--- src/design/mwm_pkg.sv ---
`timescale 1ns / 1ps
// ----------------------------------------------------------------------------
// mwm_pkg
// Shared widths, register indexes and constants of the mecanum wheel mixer.
// ----------------------------------------------------------------------------
package mwm_pkg;

   localparam int NUM_WHEELS  = 4;
   localparam int MASK_W      = 4;
   localparam int SCALE_W     = 10;
   localparam int BLEED_W     = 16;
   localparam int OUT_W       = 11;
   localparam int Q_BITS      = 10;
   localparam int CSR_INDEX_W = 2;
   localparam int CSR_DATA_W  = 16;

   localparam logic [CSR_INDEX_W-1:0] REG_WHEEL_MASK   = 2'd0;
   localparam logic [CSR_INDEX_W-1:0] REG_OUTPUT_SCALE = 2'd1;
   localparam logic [CSR_INDEX_W-1:0] REG_ROT_BLEED    = 2'd2;

   localparam logic [MASK_W-1:0]  MASK_RESET  = 4'd0;
   localparam logic [SCALE_W-1:0] SCALE_RESET = 10'd512;
   localparam logic [BLEED_W-1:0] BLEED_RESET = 16'd655;

   localparam int BLEED_HALF = 32768;

endpackage

--- src/design/mwm_div.sv ---
`timescale 1ns / 1ps
// ----------------------------------------------------------------------------
// mwm_div
// Four-lane pipelined rounding divider, one quotient bit per stage.
// Gives (2a + den) / (2 den) for each lane against a shared divisor.
// ----------------------------------------------------------------------------
module mwm_div import mwm_pkg::*; #(
   parameter int AW = 28,
   parameter int DW = 18,
   parameter int TW = 5
) (
   input  logic              clock,
   input  logic              reset,
   input  logic              en,
   input  logic              in_valid,
   input  logic [AW-1:0]     in_num [NUM_WHEELS],
   input  logic [DW-1:0]     in_den,
   input  logic [TW-1:0]     in_tag,
   output logic              out_valid,
   output logic [Q_BITS-1:0] out_quo [NUM_WHEELS],
   output logic [TW-1:0]     out_tag
);

   localparam int NW = AW + 2;

   logic [Q_BITS-1:0] valid_ff;
   logic [NW-1:0]     rem_ff [Q_BITS][NUM_WHEELS];
   logic [Q_BITS-1:0] quo_ff [Q_BITS][NUM_WHEELS];
   logic [DW:0]       div_ff [Q_BITS];
   logic [TW-1:0]     tag_ff [Q_BITS];

   for (genvar j = 0; j < Q_BITS; j++) begin : g_stage
      logic [DW:0]   div_prev;
      logic [TW-1:0] tag_prev;
      logic          valid_prev;
      logic [NW-1:0] div_sh;

      if (j == 0) begin : g_first
         assign div_prev   = {in_den, 1'b0};
         assign tag_prev   = in_tag;
         assign valid_prev = in_valid;
      end else begin : g_next
         assign div_prev   = div_ff[j-1];
         assign tag_prev   = tag_ff[j-1];
         assign valid_prev = valid_ff[j-1];
      end

      assign div_sh = NW'(div_prev) << (Q_BITS - 1 - j);

      for (genvar i = 0; i < NUM_WHEELS; i++) begin : g_lane
         logic [NW-1:0]     rem_prev;
         logic [Q_BITS-1:0] quo_prev;
         logic              ge;

         if (j == 0) begin : g_first
            assign rem_prev = (NW'(in_num[i]) << 1) + NW'(in_den);
            assign quo_prev = '0;
         end else begin : g_next
            assign rem_prev = rem_ff[j-1][i];
            assign quo_prev = quo_ff[j-1][i];
         end

         assign ge = rem_prev >= div_sh;

         always_ff @(posedge clock) begin
            if (en) begin
               rem_ff[j][i] <= ge ? (rem_prev - div_sh) : rem_prev;
               quo_ff[j][i] <= {quo_prev[Q_BITS-2:0], ge};
            end
         end
      end

      always_ff @(posedge clock) begin
         if (reset) begin
            valid_ff[j] <= 1'b0;
         end else if (en) begin
            valid_ff[j] <= valid_prev;
         end
      end

      always_ff @(posedge clock) begin
         if (en) begin
            div_ff[j] <= div_prev;
            tag_ff[j] <= tag_prev;
         end
      end
   end

   assign out_valid = valid_ff[Q_BITS-1];
   assign out_quo   = quo_ff[Q_BITS-1];
   assign out_tag   = tag_ff[Q_BITS-1];

endmodule

--- config.mk ---
export PLATFORM = sky130hd
export DESIGN_NAME = mwm_div
export DESIGN_NICKNAME = d
export VERILOG_FILES = /design/src/design/mwm_pkg.sv /design/src/design/mwm_div.sv
export SDC_FILE = /design/constraint.sdc
export NUM_CORES = 2
export LEC_CHECK = 0
export ABC_AREA = 1
export ABC_CLOCK_PERIOD_IN_PS = 7900
export BUFFER_PORTS_ARGS = -buffer_cell sky130_fd_sc_hd__buf_2
export CORE_UTILIZATION = 60
export DETAILED_ROUTE_END_ITERATION = 10
export PLACE_DENSITY = 0.81
export SYNTH_ARGS = -nofsm -noshare
export SYNTH_HDL_FRONTEND = slang
export SYNTH_SLANG_ARGS = --single-unit
--- constraint.sdc ---
create_clock -name clock -period 7.9 [get_ports clock]
set_input_delay 0.79 -clock clock [delete_from_list [all_inputs] [get_ports clock]]
set_output_delay 0.79 -clock clock [all_outputs]
set_load 0.02 [all_outputs]
-- Yosys cells after proc, flatten, opt, wreduce, memory -nomap -nowiden
Memories as Yosys holds them, arrays and structs flattened.
Cells that the tools add are included.
- bits in writable memories: 1840
- logic and storage cells: 140
- output and inout bits: 46
- memories: 4
- register bits after elaboration: 10
- magnitude comparators: 40
- add/subtract/negate cells: 44
- muxes and demuxes: 42
- memory list (name ; depth ; width ; rd ports ; clocked after memory_dff ; wr ports ; line ; source):
    rem_ff ; 10 ; 120 ; 9 ; 0 ; 10 ; mwm_div.sv:27 ; logic [NW-1:0] rem_ff [Q_BITS][NUM_WHEELS];
    quo_ff ; 10 ; 40 ; 10 ; 0 ; 10 ; mwm_div.sv:28 ; logic [Q_BITS-1:0] quo_ff [Q_BITS][NUM_WHEELS];
    div_ff ; 10 ; 19 ; 9 ; 0 ; 10 ; mwm_div.sv:29 ; logic [DW:0] div_ff [Q_BITS];
    tag_ff ; 10 ; 5 ; 10 ; 0 ; 10 ; mwm_div.sv:30 ; logic [TW-1:0] tag_ff [Q_BITS];
- operators with widths (cell ; number):
    two-way mux 30 bit ; 40
    adder 29 x 18 -> 30 bit ; 4
    greater-or-equal comparator 30 x 19 -> 1 bit ; 4
    greater-or-equal comparator 30 x 20 -> 1 bit ; 4
    greater-or-equal comparator 30 x 21 -> 1 bit ; 4
    greater-or-equal comparator 30 x 22 -> 1 bit ; 4
    greater-or-equal comparator 30 x 23 -> 1 bit ; 4
    greater-or-equal comparator 30 x 24 -> 1 bit ; 4
    greater-or-equal comparator 30 x 25 -> 1 bit ; 4
    greater-or-equal comparator 30 x 26 -> 1 bit ; 4
    greater-or-equal comparator 30 x 27 -> 1 bit ; 4
    greater-or-equal comparator 30 x 28 -> 1 bit ; 4
    subtractor 30 x 19 -> 30 bit ; 4
    subtractor 30 x 20 -> 30 bit ; 4
    subtractor 30 x 21 -> 30 bit ; 4
    subtractor 30 x 22 -> 30 bit ; 4
    subtractor 30 x 23 -> 30 bit ; 4
    subtractor 30 x 24 -> 30 bit ; 4
    subtractor 30 x 25 -> 30 bit ; 4
    subtractor 30 x 26 -> 30 bit ; 4
    subtractor 30 x 27 -> 30 bit ; 4
    subtractor 30 x 28 -> 30 bit ; 4
    two-way mux 1 bit ; 2

-- Depth between registers and ports, before layout
- word-level depth: 3
- gate-level depth with buffers: 27

-- Least setup slack after synthesis
Ideal clock, no wire load.
- path type: input -> register
- start point: input in_num[28] (netlist name)
- end point: memory rem_ff[0][53] (netlist name) (data pin)
- path buffers: 1
- stages: 21
- data arrival time: 3.966 ns
- required time: 7.643 ns
- path slack: 3.677 ns
- cell sequence: ha_1 fa_1 nand3_1 nand2_1 a21oi_1 o21ai_0 xor2_1 inv_1 fa_1 inv_1 nand2_1 o21a_1 o21ai_2 nand3_1 a21oi_1 nor2_4 nand2_4 inv_8 buf_12 nand2_2 o21ai_2
- RTL lines (element ; line ; source):
    start: declaration ; mwm_div.sv:16 ; input logic [AW-1:0] in_num [NUM_WHEELS],
    end: declaration ; mwm_div.sv:27 ;

==> results by group <==
Pwr
  – Max VDD drop: 0.231 mV
  – Leakage power: 0.0447 uW
  – Power Dens Cells: 350 nW/um2

Timing
  – Layout Skew: 0.0391 ns
  – Final worst setup slack: 3.14 ns
  – Setup-failing EPs final: 0
  – Period utilization: 60.2%
  – Endpoints failing hold: 0
  – Slew Viols, Final: 0
  – RSZ-0062 raised after global routing: false
  – Relative max-transition margin: 18.8%
  – Final min period: 4.76 ns
  – Final setup TNS: 0 ns
  – Fmax: 210 MHz
  – Least-Margin Pin Slew: 1.21 ns

Placement
  – Number of port buffers: 184
  – Placed cell area: 104,000 um2
  – Setup WS pre-CTS: 2.34 ns
  – HPWL after DPL: 249 mm
  – Placed insts: 13.8k
  – Placer Congestion: 1.02

Detailed routing
  – Final wirelength: 305 mm
  – Vias per cell: 5.92
  – First drt pass iteration count: 7
  – Via count: 83.6k
  – Post-route ant nets: 0
  – DR DRC count: 0
  – Post-DR wirelength/cell: 21.6 um
  – 1st-iter DRT viols: 7,054

Worst setup path
  – Crit path max-delay family: buffers and inverters
  – Arr. time, crit path: 5.26 ns
  – Setup CP Type: flip-flop to flip-flop
  – Crit path largest cell delay: 0.88 ns
  – Worst Path Buf+Inv: 3
  – Crit Path Max Fanout: 33
  – Crit path depth: 12
  – Critical path, cell by cell: inv_1 -> ha_1 -> nand2_1 -> nor2_1 -> nor2_1 -> inv_1 -> a21oi_1 -> o21ai_1 -> nand2_1 -> nand3_1 -> inv_1 -> o21ai_0
  – CP startpoint kind: flip-flop
  – Cell repeated most along the worst path: inv_1
  – Master of the slowest instance on the critical path: inv_1
  – Reg2Reg Depth: 12
  – Critical Path End Type: flip-flop
  – Worst endpoint required time: 8.40 ns

Logic synthesis
  – Synthesized area: 101,000 um2
  – Syn. warnings: 0
  – EDFF count, synth: 1,476
  – Synthesized area per cell: 8.70 um2
  – Syn nets: 12.5k
  – Post-Synthesis Cells: 11.6k
  – Fraction of registers with async set/reset: 0%
  – Most common flop cell mapped by yosys: edfxtp_1
  – Distinct cells, synth: 85
  – Yosys reg bits: 1,486
  – Sequential fraction of the synthesis area: 44.2%

Cells and area
  – Final instance area: 109,000 um2
  – Layout cell share with drive strength beyond 1: 6.52%
  – Final #Nets: 12.8k
  – Synth-to-layout area growth: 8.02%
  – Commonest non-fill, non-tap cell in the layout: nand2_1
  – Most frequent cells in the layout: nand2_1, edfxtp_1, inv_1
  – Fin cells: 14.1k

Clock tree
  – H-tree level count: 4
  – Cts repair resizes: 0
  – Setup Fix Bufs, Post-CTS: 0
  – CTS root buf: clkbuf_16
  – Total CTS buffers: 154
  – Skew-Pair Late Insertion Delay: 0.85 ns
  – # hold bufs at CTS: 0
  – Reg clk slew, reported paths: 0.06 ns
  – CTS max path bufs: 3
  – CTS tree: yes
  – Total clock sinks: 1,486

Run status
  – Outcome: completed

Floorplanning
  – Die H: 412 um
  – I/O pin cnt: 185
  – Core area: 166,000 um2
  – Die width: 412 um
  – Initial core utilization: 60.7%
  – Row count: 149
  – Die ar.: 169,000 um2

Global route
  – Initial antenna violation count: 4
  – First-pass GRT wire length: 458 mm
  – GRT Overall Usage: 35.5%
  – Vias in the first global route: 81.7k
  – Overflow after GRT: 0
  – Largest net degree at the start of global routing: 181

Worst hold path
  – Hold Path Cell Cnt: 1
  – Hold Crit Class: primary input to flip-flop

Flow run
  – Max Cap Viol: 0
==> routing by layer <==
layer | vias to the layer above | routed length (um) | GRT usage (%) | part of all wire [%]
li1 | 40500 | - | - | -
met1 | 38500 | 108000 | 37.7 | 35
met2 | 3495 | 148000 | 61.5 | 49
met3 | 1064 | 16600 | 4.40 | 5.4
met4 | 0 | 32100 | 32.8 | 11
met5 | - | 0 | 0 | 0
==> synthesized netlist by cell type, types with 24 or more instances <==
| cell | n | area share, % |
|---|---|---|
| a21boi_0 | 24 | 0.18 |
| a21o_1 | 104 | 0.78 |
| a21oi_1 | 881 | 4.4 |
| a21oi_2 | 28 | 0.24 |
| a31oi_1 | 104 | 0.65 |
| buf_2 | 69 | 0.34 |
| buf_4 | 29 | 0.22 |
| edfxtp_1 | 1476 | 44 |
| fa_1 | 40 | 0.80 |
| ha_1 | 784 | 9.7 |
| inv_1 | 1241 | 4.6 |
| inv_2 | 27 | 0.10 |
| nand2_1 | 2648 | 9.9 |
| nand2_2 | 39 | 0.24 |
| nand3_1 | 394 | 2.0 |
| nand3_2 | 27 | 0.27 |
| nand3b_1 | 42 | 0.31 |
| nand4_1 | 141 | 0.88 |
| nor2_1 | 1039 | 3.9 |
| nor3_1 | 176 | 0.87 |
| nor4_1 | 103 | 0.64 |
| o21a_1 | 45 | 0.34 |
| o21ai_0 | 715 | 3.6 |
| o21ai_1 | 238 | 1.2 |
| o21ai_2 | 65 | 0.57 |
| o21bai_1 | 58 | 0.43 |
| or2_2 | 86 | 0.53 |
| xnor2_1 | 351 | 3.1 |
| xor2_1 | 344 | 3.0 |
==> logic make-up (layout without fill, tap and decap cells) <==
logic type      Yosys count  count (layout)  share of synthesized area [%]
other cells               0              10                              0
fa+ha+maj               824             824                           10.5
simple gates           4771            4771                           20.1
flops                  1486            1486                           44.2
compound gates         2389            2389                           13.5
xor+xnor                695             695                           6.05
buf+inv                1401            1762                           5.63
==> per-stage QoR <==
step | util (%) | hold slack, ns | power, uW
floorplan | - | 0.400 | 25500
global placement | 62.6 | 0.400 | 30000
detailed placement | 62.6 | 0.405 | 30500
CTS | 65.6 | 0.0913 | 37800
global route | 65.6 | 0.0993 | 40500
finish | 65.6 | 0.135 | 38000
==> worst paths after layout <==
kind	from	end	slack, ns
worst min-delay path	in_tag[4]	tag_ff[0][4]	0.14
worst max register to register	div_ff[4][2]	rem_ff[2][141]	3.14
worst min register to register	quo_ff[7][11]	quo_ff[8][12]	0.39
worst max-delay path	div_ff[4][2]	rem_ff[2][141]	3.14
==> registers in the layout, summed over array words and instances (netlist names) <==
name                count
div_ff                153
g_stage.valid_prev      9
out_valid               1
quo_ff                220
rem_ff               1053
tag_ff                 50
==> layout make-up <==
cell class / instances / area (um2)
Multi-Input combinational cell: 8679 / 50500
Inverter: 1271 / 4780
Tap cell: 2189 / 2740
Antenna cell: 10 / 25.0
Sequential cell: 1486 / 44500
Timing Repair Buffer: 211 / 1190
Clock inverter: 97 / 977
Fill cell: 13400 / 57000
Clock buffer: 183 / 4030
==> where the power goes <==
| part | switching (uW) | leakage [uW] | internal [uW] |
|---|---|---|---|
| Clock | 3180 | 0.00241 | 4100 |
| Sequential | 1610 | 0.0143 | 11800 |
| Combinational | 11000 | 0.0280 | 6290 |
(Power assumes the default switching activity.)
