`config.mk`:
```
export PLATFORM = sky130hd
export DESIGN_NAME = mwm_sqrt
export DESIGN_NICKNAME = d
export VERILOG_FILES = /design/src/design/mwm_pkg.sv /design/src/design/mwm_sqrt.sv
export SDC_FILE = /design/constraint.sdc
export NUM_CORES = 1
export LEC_CHECK = 0
export BUFFER_PORTS_ARGS = -buffer_cell sky130_fd_sc_hd__buf_2
export CORE_ASPECT_RATIO = 0.9
export CORE_MARGIN = 1
export CORE_UTILIZATION = 62
export DETAILED_ROUTE_END_ITERATION = 7
export PLACE_DENSITY = 0.79
export SLEW_MARGIN = 0
export SYNTH_ARGS = -nofsm -noshare
export SYNTH_HDL_FRONTEND = slang
export SYNTH_SLANG_ARGS = --single-unit
```
`constraint.sdc`:
```
create_clock -name clock -period 3.2 [get_ports clock]
set_clock_uncertainty 0.15 [all_clocks]
set_input_delay 0.32 -clock clock [delete_from_list [all_inputs] [get_ports clock]]
set_output_delay 0.32 -clock clock [all_outputs]
set_load 0.005 [all_outputs]
```
`src/design/mwm_pkg.sv`:
```
`timescale 1ns / 1ps
// ----------------------------------------------------------------------------
// mwm_pkg
// Shared widths, register indexes and constants of the mecanum wheel mixer.
// ----------------------------------------------------------------------------
package mwm_pkg;

   localparam int NUM_WHEELS  = 4;
   localparam int MASK_W      = 4;
   localparam int SCALE_W     = 10;
   localparam int BLEED_W     = 16;
   localparam int OUT_W       = 11;
   localparam int Q_BITS      = 10;
   localparam int CSR_INDEX_W = 2;
   localparam int CSR_DATA_W  = 16;

   localparam logic [CSR_INDEX_W-1:0] REG_WHEEL_MASK   = 2'd0;
   localparam logic [CSR_INDEX_W-1:0] REG_OUTPUT_SCALE = 2'd1;
   localparam logic [CSR_INDEX_W-1:0] REG_ROT_BLEED    = 2'd2;

   localparam logic [MASK_W-1:0]  MASK_RESET  = 4'd0;
   localparam logic [SCALE_W-1:0] SCALE_RESET = 10'd512;
   localparam logic [BLEED_W-1:0] BLEED_RESET = 16'd655;

   localparam int BLEED_HALF = 32768;

endpackage

```
`src/design/mwm_sqrt.sv`:
```
`timescale 1ns / 1ps
// ----------------------------------------------------------------------------
// mwm_sqrt
// Pipelined integer square root, one root bit per stage, with a side tag.
// ----------------------------------------------------------------------------
module mwm_sqrt import mwm_pkg::*; #(
   parameter int W  = 16,
   parameter int TW = 48
) (
   input  logic             clock,
   input  logic             reset,
   input  logic             en,
   input  logic             in_valid,
   input  logic [2*W-1:0]   in_rad,
   input  logic [TW-1:0]    in_tag,
   output logic             out_valid,
   output logic [W-1:0]     out_root,
   output logic [TW-1:0]    out_tag
);

   localparam int RW = W + 2;

   logic [W-1:0]   valid_ff;
   logic [RW-1:0]  rem_ff  [W];
   logic [W-1:0]   root_ff [W];
   logic [2*W-1:0] rad_ff  [W];
   logic [TW-1:0]  tag_ff  [W];

   for (genvar k = 0; k < W; k++) begin : g_stage
      logic [RW-1:0]  rem_prev;
      logic [W-1:0]   root_prev;
      logic [2*W-1:0] rad_prev;
      logic [TW-1:0]  tag_prev;
      logic           valid_prev;
      logic [RW:0]    cur;
      logic [RW:0]    trial;
      logic [RW:0]    diff;
      logic           ge;

      if (k == 0) begin : g_first
         assign rem_prev   = '0;
         assign root_prev  = '0;
         assign rad_prev   = in_rad;
         assign tag_prev   = in_tag;
         assign valid_prev = in_valid;
      end else begin : g_next
         assign rem_prev   = rem_ff[k-1];
         assign root_prev  = root_ff[k-1];
         assign rad_prev   = rad_ff[k-1];
         assign tag_prev   = tag_ff[k-1];
         assign valid_prev = valid_ff[k-1];
      end

      assign cur   = {rem_prev[RW-2:0], rad_prev[2*W-1 -: 2]};
      assign trial = {1'b0, root_prev, 2'b01};
      assign ge    = cur >= trial;
      assign diff  = cur - trial;

      always_ff @(posedge clock) begin
         if (reset) begin
            valid_ff[k] <= 1'b0;
         end else if (en) begin
            valid_ff[k] <= valid_prev;
         end
      end

      always_ff @(posedge clock) begin
         if (en) begin
            rem_ff[k]  <= ge ? diff[RW-1:0] : cur[RW-1:0];
            root_ff[k] <= {root_prev[W-2:0], ge};
            rad_ff[k]  <= {rad_prev[2*W-3:0], 2'b00};
            tag_ff[k]  <= tag_prev;
         end
      end
   end

   assign out_valid = valid_ff[W-1];
   assign out_root  = root_ff[W-1];
   assign out_tag   = tag_ff[W-1];

endmodule

```
After elaboration in Yosys (flattened, before gate mapping)
Memory sizes are Yosys's and may differ from the RTL's.
Index checks and enable logic that the tools add are counted.
{ "op_classes": {"add_sub_neg": 16, "magnitude_cmp": 16, "mux": 18} }
{ "op_table": {"columns": ["cell", "count"], "rows": [
  ["$mux 18", 16],
  ["$ge 19x18->1", 15],
  ["$sub 18x18->18", 15],
  ["$sub 2x1->3 const B", 1],
  ["$ge 2x1->1 const B", 1],
  ["$mux 1", 2]
]} }
{ "totals": {"register_bits": 16, "mem_bits_rw": 1792, "in_bits": 84, "mem_count": 4} }
{ "mem_list": {"columns": ["name", "words", "word_bits", "rd", "rd_clocked_by_memory_dff", "write_ports", "line_no", "rtl"], "rows": [
  ["tag_ff", 16, 48, 16, 0, 16, "mwm_sqrt.sv:27", "logic [TW-1:0] tag_ff [W];"],
  ["rad_ff", 16, 30, 15, 0, 16, "mwm_sqrt.sv:26", "logic [2*W-1:0] rad_ff [W];"],
  ["rem_ff", 16, 18, 15, 0, 16, "mwm_sqrt.sv:24", "logic [RW-1:0] rem_ff [W];"],
  ["root_ff", 16, 16, 16, 0, 16, "mwm_sqrt.sv:25", "logic [W-1:0] root_ff [W];"]
]} }

Longest topological paths before layout
Gate-level depths: netlist of the first run.
An unclocked memory read counts as a cell.
{ "logic_depth": {"word_depth": 3, "mapped_depth": 12, "depth_no_buf": 11} }

Least setup slack after synthesis of the first run
Ideal clock, no wire load.
{ "synth_path": {"path_kind": "register -> register", "startpoint": "memory rem_ff[1][90] (netlist bit)", "endpoint": "memory rem_ff[1][118] (netlist bit) (data pin)", "arrival_ns": 2.360, "required_time_ns": 2.790, "path_slack_ns": 0.430, "path_stages_with_launch": 10, "n_path_buf": 2, "cell_sequence": "edfxtp_1 > ha_1 > or3_4 > o221ai_2 > nor3_1 > a211o_1 > a41o_1 > buf_6 > buf_8 > mux2_4"} }
{ "synth_rtl": {"columns": ["element", "line_no"], "rows": [
  ["start: declaration", "mwm_sqrt.sv:24"]
]} }

==> impl_results.md, run 1 <==
- Endpoints failing setup: 0
- Status: finished clean
- FF-to-FF Start: rem_ff[0][54]
- Mean routed wirelength per cell: between 20 and 25 um
- Cells along the critical path: ha_1 -> o21a_1 -> nor4_2 -> nor3b_2 -> or4b_4 -> and2_1 -> nor3b_1 -> xor2_1
- Boundary pin count: 149
- Worst rel slew slack: 0.501
- Die Y-Extent: approximately 280 um
- Post-place setup slack: 11.1 ps
- Placed Area: 54600 um2
- Synth cell types: between 80 and 90
- Port Buffers: 148
- Fmax: 317 MHz
- # rows: 100
- Post-DR vias/cell: 5.65
- EDFF count, synth: 1381
- Critical path's largest stage delay: 660 ps
- CTS tree: done
- Register share of total power: 0.538
- WL final: between 90000 and 100000 um
- RD Place Congestion: 0.947
- Data arrival, critical path: between 3000 and 4000 ps
- Final core occ: 0.724
- Antenna Violating Nets Remaining: 0
- Worst Path Required: 3500 ps
- Post-route insts no fill: 4581
- Total global-route track usage: 0.226
- Synth Flop Type: edfxtp_1
- Syn nets: roughly 3200
- Net switching share of the total power: 0.230
- Fill count: between 4000 and 5000
- Die area: 84800 um2
- Final Hold Viols: 0
- Gr ovfl total: 0
- HPWL after detailed placement: 51500 um
- Root Buffer: clkbuf_16
- Final min period: 3150 ps
- Slowest library cell on the worst path: or4b_4
- Initial antenna violation count: 3
- Slew Limit Fails: 0
- Clock latency on the worst-skew pair: 730 ps
- Mapped Avg Cell Area: 17.6 um2
- H-tree Lvls: 4
- Final Cell Area: 59900 um2
- Seq cells post-synth: 1397
- Worst setup path start: rem_ff[0][54]
- Part of the power in the clock network: 0.375
- Pwr per Cell Area: 703 nW/um2
- Power Internal: ~32 mW
- Worst-path clk slew: 70 ps
- DRC viols: 0
- Final Worst Setup Slack: 45.2 ps
- Max cap viols: 0
- Area of the multi-input gates: between 9000 and 10000 um2
- CTS Buf Count: around 140
- Cells after Synth: 2949
- Die width: 307 um
- Worst setup SP type: flop
- Leak pwr: 22.0 nW
- Core ar.: 82700 um2
- WS Path Type: reg2reg
- Reg2reg setup slack: 50 ps
- Worst R2R End: rem_ff[0][84]
- Worst hold slack: 152 ps
- P_sw: 9.68 mW
- Fin Setup TNS: 0 ps
- Final Cycle Share: 0.986
- # diodes: 0
- Synth async-reset ratio: 0
- First-pass GRT wire length: ~150000 um
- Vias post-DR: between 20000 and 30000
- HP Class: in2reg
- Worst VDD drop: around 0.8 mV
- Area overhead of the layout relative to synthesis: 15.4%
- Pwr Total: between 40 and 50 mW
- Initial DRC Count: 2275
- Combinational Power Share: 0.087
- Worst slew pin tran: 742 ps
- Vias in the first global route: 26800
- Critical-path maximum fanout: 13
- Pre-antenna DRT Iters: 6
- Clock tree buffer depth: 3
- Pin count of the biggest net entering global routing: 126
- End point of the critical path: rem_ff[0][84]
- R2R cell count: 8
- Final nets: 3588
- Register area: 41800 um2
- Seq/Total Area, Yosys: 0.806
- Layout cells sized above 1: 0.136
- Yosys warnings: 0
- Worst Setup End Kind: flop
- CTS Sinks: 1397
- Initial Util: 0.627
- Placed Cells: roughly 4300
- Synth Cell Area: 51900 um2
routing by layer:
metal  track usage  vias up  wire length, um
li1              -    12000                -
met5             0        -                0
met3        0.0432      228             4940
met2         0.402      970            49700
met4        0.0849        0             3010
met1         0.272    12700            36200
sequential cells by signal (all words and copies together), names as in the netlist:
name / flops
rad_ff: 240
root_ff: 136
out_valid: 1
tag_ff: 768
rem_ff: 237
g_stage.valid_prev: 15
worst min-delay path by stage:
stage                  startpoint              to  slack (ps)  cells past startpoint
finish                 in_tag[45]   tag_ff[0][45]         150                      2
global route           in_tag[24]   tag_ff[0][24]         120                      2
CTS                    in_rad[26]   rad_ff[0][26]          90                      2
detailed placement  rad_ff[0][80]  rad_ff[0][112]         250                      0
global placement    tag_ff[1][88]  tag_ff[1][136]         250                      0
floorplan           rad_ff[0][68]  rad_ff[0][100]         250                      0
timing repair:
action,in CTS,in global routing
hold endpoints to repair,156,0
buffers inserted,0,2
gates resized for setup,1,7
endpoints found under the setup margin,1,25
hold buffers,85,0
pin swaps,0,1
Yosys cell counts (all sizes together), types with 15 or more instances:
master  number  area (um2)
nand2b      29         181
buf         17        98.8
inv        179         672
o21ai      106         531
nor4        28         181
or3         18         118
o21a        22         165
clkbuf      20        76.3
nand3       34         170
nor2       163         614
mux2        27         315
a21oi      119         596
or4         15         116
a211oi      16         125
edfxtp    1381       41500
dfxtp       16         320
a21o        28         210
nand4       17         106
nor3        51         255
nand2      140         526
xnor2       96         841
mux2i       27         270
nor2b       30         188
ha         152        1900
xor2        69         604
cell usage in the layout (no fill, tap or decap), types with 22 or more instances in the layout:
| cell type | n |
|---|---|
| o21a_1 | 22 |
| xnor2_1 | 96 |
| ha_1 | 152 |
| nand2_1 | 140 |
| inv_1 | 178 |
| clkbuf_16 | 138 |
| clkbuf_1 | 31 |
| edfxtp_1 | 1381 |
| dlygate4sd3_1 | 85 |
| mux2i_1 | 27 |
| nor3_1 | 51 |
| nor4_1 | 25 |
| nor2b_1 | 30 |
| mux2_2 | 24 |
| nor2_1 | 162 |
| nand3_1 | 34 |
| buf_4 | 51 |
| xor2_1 | 69 |
| a21o_1 | 28 |
| nand2b_1 | 29 |
| a21oi_1 | 119 |
| buf_2 | 147 |
| clkinv_1 | 24 |
| o21ai_0 | 104 |
cells by family (layout without fill, tap and decap cells):
| kind of cell | count (synthesis) | count (layout) | synth area share |
|---|---|---|---|
| buf+inv | 216 | 726 | 0.0163 |
| xor+xnor | 165 | 165 | 0.0279 |
| fa+ha+maj | 152 | 152 | 0.0367 |
| compound gates | 390 | 390 | 0.0475 |
| flops | 1397 | 1397 | 0.806 |
| mux | 54 | 54 | 0.0113 |
| simple gates | 574 | 574 | 0.0544 |
| other cells | 1 | 1 | 0.0000723 |
power by group through the flow:
stage	clock, mW	sequential, mW	combinational [mW]
after floorplan	0	22.6	2.32
after global placement	0	22.9	3.30
after detailed placement	0	23.0	3.43
after CTS	16.0	22.6	3.58
after global routing	16.7	22.8	4.02
final	15.8	22.6	3.64
critical path: cells and delay by family (launching register included):
| family | cells | cell delay [ps] |
|---|---|---|
| and+or+nand+nor | 5 | 1630 |
| DFF | 1 | 390 |
| adders and majority gates | 1 | 380 |
| AOI/OAI and AO/OA | 1 | 180 |
| xor gates and xnor gates | 1 | 170 |
layout make-up:
| type | count | share of cell area |
|---|---|---|
| clock buffers | 174 | 0.0608 |
| clock inverters | 70 | 0.0122 |
| inverters | 179 | 0.0112 |
| multi-input cells | 1336 | 0.155 |
| flip-flops and latches | 1397 | 0.698 |
| well taps | 1122 | 0.0235 |
| repair buffers | 303 | 0.0396 |
Note: power is estimated with default switching activity, not from simulation.
==> run 2, diff against run 1 <==
CORE_UTILIZATION = 40   (was 62)
PLACE_DENSITY = 0.55   (was 0.79)
==> run 2 against run 1 <==
  * Register-to-register slack improved by 140 ps
  * Count of clock-buffer cells in the layout rose by 8
  * Critical endpoint is now rem_ff[1][111]
  * Sequential share of layout area shrank 1.0 points
  * Utilization shrank 25 points
  * First-iteration DRC count decreased by 33%
==> impl_results.md, run 2 (same netlist as run 1, synthesis figures left out) <==
- Post-DR vias/cell: 4.67 (-17%)
- Most frequent cells in the layout: 1381 x edfxtp_1, 178 x inv_1, 161 x nor2_1
- Fin Setup TNS: 0 ps (unchanged)
- Hold Crit Depth: 2 (unchanged)
- Core ar.: 128000 um2 (+55%)
- Data arrival, critical path: 3350 ps (-110 ps)
- Largest regs: tag_ff: 768 flops, rad_ff: 240 flops, rem_ff: 237 flops
- Placed Cells: 4839 (+14%)
- Most flops, register: tag_ff
- Final Hold Viols: 0 (unchanged)
- Vias post-DR: 24200 (-6.4%)
- Commonest non-fill, non-tap cell in the layout: edfxtp_1
- Pin count of the biggest net entering global routing: 97 (-23%)
- Worst setup SP type: flop
- Max reg flops: 768 (unchanged)
- Status: finished clean
- FF-to-FF Start: rem_ff[1][96]
- Post-route insts no fill: 5183 (+13%)
- Final Cycle Share: 0.943 (-0.0425)
- Endpoints failing setup: 0 (unchanged)
- First-pass GRT wire length: 127000 um (-14%)
- WS Path Type: reg2reg
- Max cap viols: 0 (unchanged)
- HP Class: in2reg
- Clock tree buffer depth: 3 (unchanged)
- Vias in the first global route: 24000 (-11%)
- Die area: 131000 um2 (+55%)
- DRC viols: 0 (unchanged)
- Boundary pin count: 149 (unchanged)
- Area overhead of the layout relative to synthesis: 17.1%
- Cells along the critical path: ha_1 -> nand3_1 -> nor4_1 -> a31o_2 -> nand2b_1 -> a41o_1 -> buf_12 -> mux2_2
- Worst VDD drop: 0.474 mV (-39%)
- HPWL after detailed placement: 50300 um (-2.2%)
- Area of the multi-input gates: 9230 um2 (-0.31%)
- Layout cells sized above 1: 0.138 (+0.00197)
- GRT met3 Usage: 0.0282 (-0.0150)
- Root Buffer: clkbuf_16
- Met2 Use GR: 0.191 (-0.211)
- CTS Buf Count: 145 (+7.4%)
- Antenna Violating Nets Remaining: 0 (unchanged)
- Worst Setup End Kind: flop
- CTS tree: done
- Worst rel slew slack: 0.441 (-0.0598)
- Total global-route track usage: 0.122 (-0.104)
- Fill count: 10900 (+130%)
- Slowest library cell on the worst path: nor4_1
- # rows: 124 (+24%)
- GR peak layer: met2
- Critical path's largest stage delay: 460 ps (-200 ps)
- Register area: 41800 um2 (unchanged)
- Worst hold slack: 115 ps (-36.6 ps)
- Leak pwr: 22.1 nW (+0.47%)
- Slew Limit Fails: 0 (unchanged)
- Reg2reg setup slack: 180 ps (+140 ps)
- RD Place Congestion: 0.804 (-15%)
- RSZ-0062 raised after global routing: no
- WL final: 79500 um (-15%)
- Gr ovfl total: 0 (unchanged)
- Initial DRC Count: 1530 (-33%)
- Post-CTS setup buffers: 0 (unchanged)
- Met1 usage in global routing: 0.164 (-0.108)
- # diodes: 0 (unchanged)
- Critical-path maximum fanout: 11 (-2)
- Hold Path End: tag_ff[0][37]
- Worst R2R End: rem_ff[1][111]
- H-tree Lvls: 4 (unchanged)
- Clock latency on the worst-skew pair: 760 ps (+30 ps)
- CTS Sinks: 1397 (unchanged)
- Pwr per Cell Area: 692 nW/um2 (-1.5%)
- Die width: 382 um (+24%)
- Die Y-Extent: 344 um (+24%)
- Final min period: 3020 ps (-136 ps)
- R2R cell count: 8 (unchanged)
- Worst slew pin tran: 817 ps (+75.4 ps)
- Fmax: 331 MHz (+4.5%)
- Initial Util: 0.406 (-0.221)
- Mean routed wirelength per cell: 15.3 um (-25%)
- Worst-path clk slew: 60 ps (about the same)
- Worst hold start: in_tag[37]
- Pre-antenna DRT Iters: 5 (-1)
- Worst Path Required: 3530 ps (+30 ps)
- Pwr Total: 42.1 mW (about the same)
- Initial antenna violation count: 1 (-2)
- Final nets: 3606 (+0.50%)
- Port Buffers: 148 (unchanged)
[run 2: cell count changes in the layout (fill, tap and decap cells not counted), sizes merged]
cell and change:
bufinv -2, clkbuf +8, inv +1, buf +8, clkinv +9, clkinvlp -1
[run 2: worst max path at each step]
stage	startpoint	end	slack, ps	cells past startpoint
2_1_floorplan	rem_ff[1][90]	rem_ff[1][118]	430	9
3_3_place_gp	root_ff[1][49]	rem_ff[1][76]	200	8
3_5_place_dp	root_ff[1][49]	rem_ff[1][76]	150	8
4_1_cts	root_ff[1][103]	root_ff[1][112]	140	8
5_1_grt	rem_ff[1][0]	rem_ff[1][34]	0.4	8
6_report	rem_ff[1][96]	rem_ff[1][111]	180	8
[run 2: routing by layer]
layer | share of wire | wire length, um
met1 | 0.47 | 37000
met2 | 0.46 | 36900
met3 | 0.041 | 3250
met4 | 0.029 | 2340
met5 | 0 | 0
[run 2: worst max-delay path, delay by kind of cell, from the launching register on]
kind	cells	cell delay, ps
AO/OA/AOI/OAI	2	450
adder cells (fa/ha/maj)	1	430
AND/OR/NAND/NOR	3	770
flip-flops	1	420
multiplexers	1	340
buffers and inverters	1	170
[run 2: through the flow]
stage | util | area (um2) | setup slack, ps
after floorplan | - | 51900 | 430
after CTS | 0.475 | 60700 | 136
after global placement | 0.433 | 55300 | 203
final | 0.475 | 60700 | 181
after global routing | 0.475 | 60700 | 0.417
after detailed placement | 0.433 | 55300 | 154
[run 2: final cells by class]
| type | instances | share of cell area |
|---|---|---|
| Sequential cell | 1397 | 0.688 |
| Multi-Input combinational cell | 1336 | 0.152 |
| Clock buffer | 182 | 0.0627 |
| Timing Repair Buffer | 311 | 0.0390 |
| Tap cell | 1701 | 0.0350 |
| Clock inverter | 77 | 0.0124 |
| Inverter | 179 | 0.0111 |
[run 2: report_power, final]
part | switching [mW] | internal [mW] | total (mW)
clock | 6.83 | 9.17 | 16.0
combinational | 1.97 | 1.57 | 3.54
sequential | 0.648 | 21.9 | 22.5
total | 9.44 | 32.6 | 42.1
[run 2: what timing repair did]
action | 4_1_cts | 5_1_grt
endpoints found under the hold margin | 152 | 0
setup endpoints to repair | 0 | 11
resized for setup | 0 | 2
hold buffers | 85 | 0
